<file path="config.mk">
export PLATFORM = sky130hd
export DESIGN_NAME = rrf_fifo
export DESIGN_NICKNAME = d
export VERILOG_FILES = /design/src/rtl/core/rrf_pkg.sv /design/src/rtl/core/rrf_fifo.sv
export SDC_FILE = /design/constraint.sdc
export NUM_CORES = 1
export LEC_CHECK = 0
export BUFFER_PORTS_ARGS = -buffer_cell sky130_fd_sc_hd__buf_2
export CORE_MARGIN = 5
export CORE_UTILIZATION = 47
export DETAILED_ROUTE_END_ITERATION = 8
export PLACE_DENSITY_LB_ADDON = 0.08
export SETUP_SLACK_MARGIN = 0.1
export SLEW_MARGIN = 40
export SYNTH_ARGS = -nofsm -noshare
export SYNTH_HDL_FRONTEND = slang
export SYNTH_SLANG_ARGS = --single-unit
</file>
<file path="constraint.sdc">
create_clock -name clk -period 11.4 [get_ports clk]
set_input_delay 2.28 -clock clk [delete_from_list [all_inputs] [get_ports clk]]
set_output_delay 2.28 -clock clk [all_outputs]
set_load 0.1 [all_outputs]
</file>
<file path="src/rtl/core/rrf_pkg.sv">
package rrf_pkg;

	localparam int MAX_COLUMNS = 512;
	localparam int MAX_ROWS    = 512;

	localparam int COL_W        = (MAX_COLUMNS > 1) ? $clog2(MAX_COLUMNS) : 1;
	localparam int ROW_W        = (MAX_ROWS > 1) ? $clog2(MAX_ROWS) : 1;
	localparam int ADDR_W       = COL_W + ROW_W;
	localparam int CANVAS_DEPTH = 1 << ADDR_W;

	localparam int COORD_W  = 24;
	localparam int ONE_UNIT = 256;

	localparam int CFG_W     = 10;
	localparam int CFG_IDX_W = 2;

	localparam logic [CFG_IDX_W-1:0] REG_CANVAS_WIDTH      = 2'd0;
	localparam logic [CFG_IDX_W-1:0] REG_CANVAS_HEIGHT     = 2'd1;
	localparam logic [CFG_IDX_W-1:0] REG_BACKGROUND_SYMBOL = 2'd2;

	localparam logic [9:0] RESET_CANVAS_WIDTH      = 10'd1;
	localparam logic [9:0] RESET_CANVAS_HEIGHT     = 10'd1;
	localparam logic [7:0] RESET_BACKGROUND_SYMBOL = 8'd32;

	localparam logic [7:0] SHAPE_OUTLINE = 8'd114;
	localparam logic [7:0] SHAPE_FILLED  = 8'd82;

	localparam logic [1:0] ACT_CLEAR = 2'd0;
	localparam logic [1:0] ACT_DRAW  = 2'd1;
	localparam logic [1:0] ACT_READ  = 2'd2;

	localparam logic [1:0] STAT_OK      = 2'd0;
	localparam logic [1:0] STAT_INVALID = 2'd1;
	localparam logic [1:0] STAT_IGNORED = 2'd2;

	localparam int IN_DATA_W  = 120;
	localparam int OUT_DATA_W = 8;

	localparam int QDEPTH  = 2;
	localparam int QPTR_W  = (QDEPTH > 1) ? $clog2(QDEPTH) : 1;
	localparam int QCNT_W  = $clog2(QDEPTH + 1);

	typedef enum logic [1:0] {
		OP_NONE  = 2'd0,
		OP_CLEAR = 2'd1,
		OP_DRAW  = 2'd2,
		OP_READ  = 2'd3
	} op_t;

	typedef struct packed {
		op_t                       op;
		logic [1:0]                status;
		logic                      outline;
		logic [7:0]                symbol;
		logic signed [COORD_W-1:0] left;
		logic signed [COORD_W-1:0] left_in;
		logic signed [COORD_W-1:0] right;
		logic signed [COORD_W-1:0] right_in;
		logic signed [COORD_W-1:0] top;
		logic signed [COORD_W-1:0] top_in;
		logic signed [COORD_W-1:0] bottom;
		logic signed [COORD_W-1:0] bottom_in;
		logic [8:0]                read_x;
		logic [8:0]                read_y;
	} cmd_t;

endpackage

</file>
<file path="src/rtl/core/rrf_fifo.sv">
module rrf_fifo
	import rrf_pkg::*;
(
	input  logic clk,
	input  logic arst_n,
	input  logic push,
	input  cmd_t push_cmd,
	output logic full,
	input  logic pop,
	output logic valid,
	output cmd_t head
);

	cmd_t              mem_q [QDEPTH];
	logic [QPTR_W-1:0] wr_ptr_q, rd_ptr_q;
	logic [QCNT_W-1:0] count_q;

	assign full  = (count_q == QCNT_W'(QDEPTH));
	assign valid = (count_q != '0);
	assign head  = mem_q[rd_ptr_q];

	always_ff @(posedge clk) begin
		if (push) begin
			mem_q[wr_ptr_q] <= push_cmd;
		end
	end

	always_ff @(posedge clk or negedge arst_n) begin
		if (!arst_n) begin
			wr_ptr_q <= '0;
			rd_ptr_q <= '0;
			count_q  <= '0;
		end else begin
			if (push) begin
				wr_ptr_q <= (wr_ptr_q == QPTR_W'(QDEPTH - 1)) ? '0 : wr_ptr_q + 1'b1;
			end
			if (pop) begin
				rd_ptr_q <= (rd_ptr_q == QPTR_W'(QDEPTH - 1)) ? '0 : rd_ptr_q + 1'b1;
			end
			if (push && !pop) begin
				count_q <= count_q + 1'b1;
			end else if (pop && !push) begin
				count_q <= count_q - 1'b1;
			end
		end
	end

endmodule

</file>
==> flow_summary.toml <==
[logic_synthesis]
ys_seq_area_share_pct = 79.66
yosysTopAreaCell = "edfxtp_1"
synth.area.top_cells = "edfxtp_1, mux2_4, mux2_2"
syn-mean-instance-area_um2 = 23.86
synth_top_family_by_area = "multiplexers"
synth.distinct_cells = 14
syn_inst = 710
synthSimpleGateAreaFrac_pct = 0.1699
syn_nets = 938
synthXorXnorAreaFrac_pct = 0.2586
synth_fa_ha_area_share_pct = 0.07387
synth_top_area_share_pct = 79.07
syn_area_mm2 = 0.01694
ys_ff_latch = 450
synth.area.mux_share_pct = 18.37
synth_compound_area_share_pct = 0
synth_warnings = 0

[sta]
slew_headroom_pct = 43.29
max_slew.worst_pin.slew_ns = 0.8507
setup_viol = 0
fin_crit_sh_pct = 46.09
timing.setup.tns_ns = 0
clock.fmax_mhz = 190.3
period_minus_slack_ns = 5.255
finalHoldViolCount = 0
rsz0062_at_grt = "no"
slew_viol_final = 0
skew_ns = 0.01297

[final_layout]
drive_gt1_share_pct = 60.62
final_nets = 1422
fill_cells = 2771
syn2layout_area_growth_pct = 24.26

[clocking]
cts_buffers = 46
clock_latency_ns = 0.54
cts_setup_buffers = 0
cts_sinks = 450
cts.htree.levels = 2
clk_path_buf_depth = 3
cts_resized = 0
cts_root_buffer = "clkbuf_16"
ctsHoldBuffers = 0
cts_tree = "done"
path_clk_slew_ns = 0.06

[floorplanning]
ioPinCount = 452
fp.dieArea_mm2 = 0.03993
die_h_um = 199.8
start_util_pct = 47.62
num_rows = 69
core_area_mm2 = 0.03557
fp.dieW_um = 199.8

[setup_path]
rr_endpoint = "mem_q[0][92]"
r2r-start = "wr_ptr_q"
crit_fanout = 58
worstPathRequired_ns = 9.12
start_kind = "register"
crit_path_start = "rd_ptr_q"
crit_chain = "buf_12, buf_6, mux2_4, buf_2"
crit_type = "register to primary output"
cpPeakStageDelay_ns = 0.72
ff2ff_path_depth = 3
ff2ff_setup_slack_ns = 8.69
worstPathArrival_ns = 2.97
timing.critical_path.to = "head[87]"
cp-end-kind = "primary output"
cp_slowest_cell = "dfrtp_4"

[grt]
grt-ovfl-total = 0
grt_pass1_vias = 8680
grt_usage_pct = 17.16
grt_start_max_net_pins = 76
grt_pass1_wl_um = 51270
antenna_found_initial = 18

[detailed_routing]
drc_errors = 0
first_pass_iters = 4
avgRoutedWirePerCell_um = 21.44
routed_wirelength_um = 36320
via_per_inst = 4.920
dr.first_iter.drc_count = 343
final_antenna_net_count = 0
vias = 8335

[placement]
io_buffers = 451
place_congestion = 0.7499
dp_hpwl_um = 25050

[worst_hold_path]
min_path_type = "register to register"

[job]
drv_cap = 0

[run_status]
status = "finished clean"
==> layout by cell type, fill, tap and decap left out <==
cell and instances:
buf_2 451, and2_4 1, xor2_1 4, nor2b_1 1, dfrtp_4 1, dfrtp_1 3
diode_2 9, inv_6 2, mux2_4 160, inv_1 1, clkinv_2 2, mux2_2 63
buf_12 1, clkbuf_16 47, clkinvlp_4 1, clkbuf_1 12, ha_1 1, nor2b_4 1
edfxtp_1 446, nor2_1 1, or2_2 1, bufinv_16 2, xnor2_1 1, clkinv_1 12
buf_6 9
==> cells in the mapped netlist <==
master	instances
mux2_2	63
and2_1	1
buf_2	6
nor2b_1	2
xnor2_1	1
mux2_4	160
inv_1	1
ha_1	1
or2_2	1
edfxtp_1	446
nor2_1	1
dfrtp_1	4
buf_6	19
xor2_1	4
==> state kept, by name, indices dropped and copies added, names as in the netlist <==
| register | count |
|---|---|
| count_q | 2 |
| mem_q | 446 |
| rd_ptr_q | 1 |
| wr_ptr_q | 1 |
==> through the flow <==
| step | cell area [µm²] | utilization [%] | hold slack [ns] | std cells | setup slack [ns] |
|---|---|---|---|---|---|
| floorplan | 16940 | - | 0.4474 | 710 | 2.874 |
| global placement | 19610 | 55.13 | 0.4716 | 1606 | 6.192 |
| detailed placement | 19660 | 55.27 | 0.5015 | 1607 | 6.422 |
| CTS | 21020 | 59.10 | 0.5210 | 1685 | 6.056 |
| global route | 21040 | 59.14 | 0.5543 | 1690 | 6.000 |
| finish | 21050 | 59.17 | 0.5186 | 1694 | 6.146 |
==> final cells by class <==
type / instances / area (µm²) / share of cell area, %
Multi-Input combinational cell: 234 / 3207 / 15.24
Timing Repair Buffer: 461 / 2379 / 11.30
Inverter: 1 / 3.754 / 0.01783
Clock buffer: 59 / 1221 / 5.802
Tap cell: 461 / 576.8 / 2.741
Clock inverter: 19 / 140.1 / 0.6658
Antenna cell: 9 / 22.52 / 0.1070
Sequential cell: 450 / 13500 / 64.13
==> kinds of logic after synthesis <==
logic type / Yosys count
adders and majority gates: 1
DFF: 450
and+or+nand+nor: 5
muxes: 223
xor gates and xnor gates: 5
buffers and inverters: 26
==> worst min-delay path by stage <==
stage | end | startpoint | cells past startpoint
after floorplan | count_q[1] | count_q[1] | 1
after global placement | count_q[1] | count_q[1] | 1
after detailed placement | count_q[1] | count_q[1] | 1
after CTS | count_q[1] | count_q[1] | 1
after global routing | count_q[1] | count_q[1] | 1
final | count_q[1] | count_q[1] | 1
==> critical path, delay by kind of cell (launching register included) <==
kind	cells	cell delay, ns
buffers and inverters	3	1.35
DFF	1	0.72
muxes	1	0.28
==> routing by layer <==
layer	GRT usage, %	share of wire [%]	vias up
met5	0	0.36	-
met4	5.409	2.1	20
met3	7.251	10	74
met2	29.40	51	300
met1	19.71	36	4131
li1	-	-	3810
Power is left out: the tool's default activity adds up to more than one toggle a clock period on the data nets, which glitch-free logic cannot reach.
