### src/rtl/core/rrf_pkg.sv
package rrf_pkg;

	localparam int MAX_COLUMNS = 512;
	localparam int MAX_ROWS    = 512;

	localparam int COL_W        = (MAX_COLUMNS > 1) ? $clog2(MAX_COLUMNS) : 1;
	localparam int ROW_W        = (MAX_ROWS > 1) ? $clog2(MAX_ROWS) : 1;
	localparam int ADDR_W       = COL_W + ROW_W;
	localparam int CANVAS_DEPTH = 1 << ADDR_W;

	localparam int COORD_W  = 24;
	localparam int ONE_UNIT = 256;

	localparam int CFG_W     = 10;
	localparam int CFG_IDX_W = 2;

	localparam logic [CFG_IDX_W-1:0] REG_CANVAS_WIDTH      = 2'd0;
	localparam logic [CFG_IDX_W-1:0] REG_CANVAS_HEIGHT     = 2'd1;
	localparam logic [CFG_IDX_W-1:0] REG_BACKGROUND_SYMBOL = 2'd2;

	localparam logic [9:0] RESET_CANVAS_WIDTH      = 10'd1;
	localparam logic [9:0] RESET_CANVAS_HEIGHT     = 10'd1;
	localparam logic [7:0] RESET_BACKGROUND_SYMBOL = 8'd32;

	localparam logic [7:0] SHAPE_OUTLINE = 8'd114;
	localparam logic [7:0] SHAPE_FILLED  = 8'd82;

	localparam logic [1:0] ACT_CLEAR = 2'd0;
	localparam logic [1:0] ACT_DRAW  = 2'd1;
	localparam logic [1:0] ACT_READ  = 2'd2;

	localparam logic [1:0] STAT_OK      = 2'd0;
	localparam logic [1:0] STAT_INVALID = 2'd1;
	localparam logic [1:0] STAT_IGNORED = 2'd2;

	localparam int IN_DATA_W  = 120;
	localparam int OUT_DATA_W = 8;

	localparam int QDEPTH  = 2;
	localparam int QPTR_W  = (QDEPTH > 1) ? $clog2(QDEPTH) : 1;
	localparam int QCNT_W  = $clog2(QDEPTH + 1);

	typedef enum logic [1:0] {
		OP_NONE  = 2'd0,
		OP_CLEAR = 2'd1,
		OP_DRAW  = 2'd2,
		OP_READ  = 2'd3
	} op_t;

	typedef struct packed {
		op_t                       op;
		logic [1:0]                status;
		logic                      outline;
		logic [7:0]                symbol;
		logic signed [COORD_W-1:0] left;
		logic signed [COORD_W-1:0] left_in;
		logic signed [COORD_W-1:0] right;
		logic signed [COORD_W-1:0] right_in;
		logic signed [COORD_W-1:0] top;
		logic signed [COORD_W-1:0] top_in;
		logic signed [COORD_W-1:0] bottom;
		logic signed [COORD_W-1:0] bottom_in;
		logic [8:0]                read_x;
		logic [8:0]                read_y;
	} cmd_t;

endpackage

### src/rtl/core/rrf_front.sv
module rrf_front
	import rrf_pkg::*;
(
	input  logic                 clk,
	input  logic                 arst_n,
	input  logic                 s_tvalid,
	output logic                 s_tready,
	// shape_type, left, top, rect_width, rect_height, fill_symbol, read_x, read_y, zero pad
	input  logic [IN_DATA_W-1:0] s_tdata,
	// action
	input  logic [1:0]           s_tuser,
	input  logic                 q_full,
	output logic                 push,
	output cmd_t                 push_cmd
);

	logic              err_q;
	logic [7:0]        shape_type;
	logic signed [19:0] left, top, rect_width, rect_height;
	logic [7:0]        fill_symbol;
	logic [8:0]        read_x, read_y;
	logic              shape_ok, draw_ok;
	logic signed [COORD_W-1:0] l_ext, t_ext, r_ext, b_ext;

	assign shape_type  = s_tdata[7:0];
	assign left        = s_tdata[27:8];
	assign top         = s_tdata[47:28];
	assign rect_width  = s_tdata[67:48];
	assign rect_height = s_tdata[87:68];
	assign fill_symbol = s_tdata[95:88];
	assign read_x      = s_tdata[104:96];
	assign read_y      = s_tdata[113:105];

	assign s_tready = !q_full;
	assign push     = s_tvalid && s_tready;

	assign shape_ok = (shape_type == SHAPE_OUTLINE) || (shape_type == SHAPE_FILLED);
	assign draw_ok  = shape_ok && (rect_width > 20'sd0) && (rect_height > 20'sd0);

	assign l_ext = COORD_W'(left);
	assign t_ext = COORD_W'(top);
	assign r_ext = l_ext + COORD_W'(rect_width);
	assign b_ext = t_ext + COORD_W'(rect_height);

	always_comb begin
		push_cmd           = '0;
		push_cmd.outline   = (shape_type == SHAPE_OUTLINE);
		push_cmd.symbol    = fill_symbol;
		push_cmd.left      = l_ext;
		push_cmd.left_in   = l_ext + COORD_W'(ONE_UNIT);
		push_cmd.right     = r_ext;
		push_cmd.right_in  = r_ext - COORD_W'(ONE_UNIT);
		push_cmd.top       = t_ext;
		push_cmd.top_in    = t_ext + COORD_W'(ONE_UNIT);
		push_cmd.bottom    = b_ext;
		push_cmd.bottom_in = b_ext - COORD_W'(ONE_UNIT);
		push_cmd.read_x    = read_x;
		push_cmd.read_y    = read_y;
		push_cmd.op        = OP_NONE;
		push_cmd.status    = STAT_OK;
		unique case (s_tuser)
			ACT_CLEAR: begin
				push_cmd.op = OP_CLEAR;
			end
			ACT_DRAW: begin
				if (err_q) begin
					push_cmd.status = STAT_IGNORED;
				end else if (!draw_ok) begin
					push_cmd.status = STAT_INVALID;
				end else begin
					push_cmd.op = OP_DRAW;
				end
			end
			ACT_READ: begin
				push_cmd.op = OP_READ;
			end
			default: begin
				push_cmd.op = OP_NONE;
			end
		endcase
	end

	always_ff @(posedge clk or negedge arst_n) begin
		if (!arst_n) begin
			err_q <= 1'b0;
		end else if (push) begin
			if (s_tuser == ACT_CLEAR) begin
				err_q <= 1'b0;
			end else if (s_tuser == ACT_DRAW && !draw_ok) begin
				err_q <= 1'b1;
			end
		end
	end

endmodule

### config.mk
export PLATFORM = sky130hd
export DESIGN_NAME = rrf_front
export DESIGN_NICKNAME = d
export VERILOG_FILES = /design/src/rtl/core/rrf_pkg.sv /design/src/rtl/core/rrf_front.sv
export SDC_FILE = /design/constraint.sdc
export NUM_CORES = 1
export LEC_CHECK = 0
export BUFFER_PORTS_ARGS = -buffer_cell sky130_fd_sc_hd__buf_2
export CAP_MARGIN = 40
export CORE_AREA = 3 3 135 137
export DETAILED_ROUTE_END_ITERATION = 16
export DIE_AREA = 0 0 138 140
export GPL_TIMING_DRIVEN = 0
export PLACE_DENSITY = 0.61
export SETUP_SLACK_MARGIN = 0.1
export SLEW_MARGIN = 20
export SYNTH_ARGS = -nofsm -noshare
export SYNTH_HDL_FRONTEND = slang
export SYNTH_SLANG_ARGS = --single-unit
export TNS_END_PERCENT = 50
### constraint.sdc
create_clock -name clk -period 5 [get_ports clk]
set_input_delay 0.5 -clock clk [delete_from_list [all_inputs] [get_ports clk]]
set_output_delay 0.5 -clock clk [all_outputs]
set_load 0.01 [all_outputs]
==> summary.md <==
| Metric | Value |
|---|---|
| Result of the run | `completed` |
| Flop and latch count out of synthesis | `1` |
| Worst r2r dst | `err_q$_DFFE_PN0P_` |
| Number of global-route vias before repair | `5189` |
| Sw power | `around 560 uW` |
| Highest fanout seen on the critical path | `5` |
| Power per standard cell area | `163 mW/mm2` |
| Final Hold Fails | `0` |
| Diode insertion count for antenna repair | `0` |
| Length in cells of the worst reg-to-reg path | `1` |
| Type of the worst setup path | `primary input to primary output` |
| # port buffers | `318` |
| Via count of the routed design | `5380` |
| Yosys cell types | `73` |
| Peak supply drop | `about 0.082 mV` |
| Average cell area after synthesis | `7.09 um2` |
| Fraction of power consumed by the clock network | `0%` |
| Total cell area at the placement stage | `0.00623 mm2` |
| DR iter-0 viols | `182` |
| Clock period minus worst slack | `between 4 and 5 ns` |
| Max Fclk | `0.216 GHz` |
| LEAKAGE | `0.00331 uW` |
| Largest reg by FF count | `err_q` |
| Total non-filler cell area in the finished layout | `~0.0062 mm2` |
| Core region area | `0.0172 mm2` |
| Drt drc | `0` |
| Final antenna-violating net count | `0` |
| Worst reg-to-reg setup slack | `4.34 ns` |
| Number of placement rows | `48` |
| Detailed Route WL | `about 17000 um` |
| Internal power | `around 460 uW` |
| GRT Residual Overflow | `0` |
| Sum Neg Setup Slack | `0 ns` |
| Leading cell types in the layout, fill and taps excluded | `sky130_fd_sc_hd__buf_2 (321), sky130_fd_sc_hd__buf_4 (122), sky130_fd_sc_hd__nand2_1 (45)` |
| Number of search-and-repair iterations in the first detailed-routing pass | `5` |
| I/O pin count | `351` |
| Req. time, crit path | `4.50 ns` |
| Final HPWL DP | `15200 um` |
| Overall die height | `140 um` |
| Number of fill cells | `1878` |
| Routed length per instance | `14.8 um` |
| Number of slew-limit violations in the final report | `0` |
| Post-route clock skew | `0 ns` |
| Combinational power share | `98.9%` |
| Most common library cell in the layout ignoring fill and taps | `sky130_fd_sc_hd__buf_2` |
| Die Outline Area | `0.0193 mm2` |
| Global-route wire length before repair | `27000 um` |
| Cells after Synth | `615` |
| Total global-route track usage | `16.4%` |
| Global placer's final weighted congestion | `0.912` |
| Worst-case headroom to the max-slew limit | `a little over two fifths` |
| Slew of the pin with the lowest slew margin | `0.856 ns` |
| Unrepaired setup endpoints after global routing | `no` |
| Setup Fix Bufs, Post-CTS | `0` |
| Nature of the critical path endpoint | `primary output` |
| Number of instances resized during post-cts repair | `0` |
| Antenna violations before repair | `2` |
| Share of flip-flops with an asynchronous set or reset | `100%` |
| Share of post-route cells with drive strength above 1 | `roughly half` |
| # Max-Cap Violations | `0` |
| Hold buffer count at CTS | `0` |
| Die width | `138 um` |
| Registers with the highest flip-flop counts | `err_q x1` |
| Initial core utilization | `25.4%` |
| PnR Total Power | `between 1000 and 1500 uW` |
| Insertion delay of the later-clocked pin in the worst-skew pair | `0 ns` |
| Setup-violating endpoint count in the final report | `0` |
| Number of enable-type register cells in the synthesized netlist | `0` |
| Yosys warnings | `0` |
| Switching fraction of total power | `55.0%` |
| Final critical-path share of the clock period | `between 90 and 100%` |
| Clock-pin transition on the worst setup and hold timing paths | `0 ns` |
| Maximum number of pins on one net before global-route repair | `11` |
| Max reg flops | `1` |
| Type of origin of the critical path | `primary input` |
| Leading register cell type out of synthesis | `sky130_fd_sc_hd__dfrtp_1` |
| Class of the worst hold path | `primary input to asynchronous set/reset pin` |
| Relative area change from synthesis to final layout | `43.1%` |
| Seq/Total Area, Yosys | `0.574%` |
| Total standard cell area after synthesis | `approximately 0.0044 mm2` |
| Worst Path Arrival | `roughly 4.1 ns` |
| Number of nets in the layout | `1107` |
| Flop pwr share | `1.1%` |
| R2r startpoint | `err_q$_DFFE_PN0P_` |
| Post-detailed-route via-to-cell ratio | `4.65` |
| Net count of the mapped netlist | `787` |
==> synthesized netlist by cell type, drive strengths merged (3+ instances only) <==
library cell | count | share of area (%)
mux2i | 5 | 1.1
nand2b | 8 | 1.1
a211oi | 5 | 0.86
a21o | 15 | 2.6
clkbuf | 11 | 0.95
nand4 | 9 | 1.3
or3 | 7 | 1.1
nor3 | 10 | 1.1
nand2 | 46 | 4.0
buf | 125 | 21
ha | 44 | 13
a21oi | 44 | 5.1
a2111oi | 5 | 1.7
inv | 26 | 2.2
o21bai | 3 | 0.77
a211o | 3 | 0.60
o311ai | 3 | 1.0
nand4b | 4 | 0.80
nor4 | 14 | 2.0
nand3 | 24 | 2.8
nor2b | 6 | 0.86
o21ai | 23 | 2.9
and3 | 13 | 1.9
o211ai | 3 | 0.52
xor2 | 28 | 5.8
nor2 | 43 | 3.8
o31ai | 4 | 0.92
xnor2 | 33 | 6.6
and2 | 7 | 1.0
or2 | 3 | 0.49
o21a | 8 | 1.4
==> worst max-delay path by stage <==
stage / to / depth (start not counted) / slack [ns] / from
after floorplan: push_cmd[36] / 12 / 0.73 / s_tdata[28]
after global placement: push_cmd[36] / 14 / 0.32 / s_tdata[28]
after detailed placement: push_cmd[36] / 14 / 0.32 / s_tdata[28]
after CTS: push_cmd[36] / 14 / 0.29 / s_tdata[28]
after global routing: push_cmd[36] / 14 / 0.11 / s_tdata[28]
final: push_cmd[36] / 14 / 0.37 / s_tdata[28]
==> power by group through the flow <==
stage                     clock network [uW]  logic, uW  registers, uW
after floorplan                            0        636           10.5
after global placement                     0       1010           10.7
after detailed placement                   0       1010           10.8
after CTS                                  0       1020           10.8
after global routing                       0       1110           11.2
final                                      0       1010           10.7
==> worst max-delay path, stage by stage <==
cell and delay, ns:
sky130_fd_sc_hd__buf_2 0.11, sky130_fd_sc_hd__ha_1 0.22, sky130_fd_sc_hd__fa_1 0.42, sky130_fd_sc_hd__a211oi_1 0.32
sky130_fd_sc_hd__o21a_1 0.31, sky130_fd_sc_hd__a21oi_1 0.12, sky130_fd_sc_hd__xor2_1 0.17, sky130_fd_sc_hd__inv_1 0.10
sky130_fd_sc_hd__ha_1 0.23, sky130_fd_sc_hd__or4b_1 0.50, sky130_fd_sc_hd__a2111oi_2 0.50, sky130_fd_sc_hd__nor4b_2 0.30
sky130_fd_sc_hd__xor2_1 0.19, sky130_fd_sc_hd__buf_2 0.15
==> cells by family (layout without fill, tap and decap cells) <==
kind of cell               count (synthesis)  after routing  synth area share (%)
and+or+nand+nor                          204            204                  24.4
buffers and inverters                    162            480                  24.5
AOI/OAI and AO/OA                        136            136                  23.4
xor gates and xnor gates                  61             61                  12.4
adders and majority gates                 46             46                  13.5
muxes                                      5              5                  1.15
DFF                                        1              1                 0.574
==> routing by layer <==
layer,vias up,global-route usage (%),wire length [um]
met1,2391,19.4,6760
met2,246,31.9,8830
met5,-,0,14
li1,2723,-,-
met4,4,1.61,183
met3,16,2.66,1350
==> per-stage QoR <==
step / setup slack [ns] / cells / hold WS, ns / utilization [%]
2_1_floorplan: 0.731 / 615 / 0.204 / -
3_3_place_gp: 0.321 / 1158 / 0.276 / 36.3
3_5_place_dp: 0.322 / 1158 / 0.275 / 36.3
4_1_cts: 0.292 / 1158 / 0.275 / 36.3
5_1_grt: 0.110 / 1158 / 0.277 / 36.3
6_report: 0.369 / 1158 / 0.274 / 36.3
==> layout make-up <==
cell class	instances	area [um2]	share of cell area, %
Multi-Input combinational cell	452	3270	52.4
Buffer	136	972	15.6
Tap cell	225	282	4.51
Sequential cell	1	25.0	0.401
Inverter	26	97.6	1.56
Timing Repair Buffer	318	1590	25.5
Note: power is estimated with default switching activity, not from simulation.
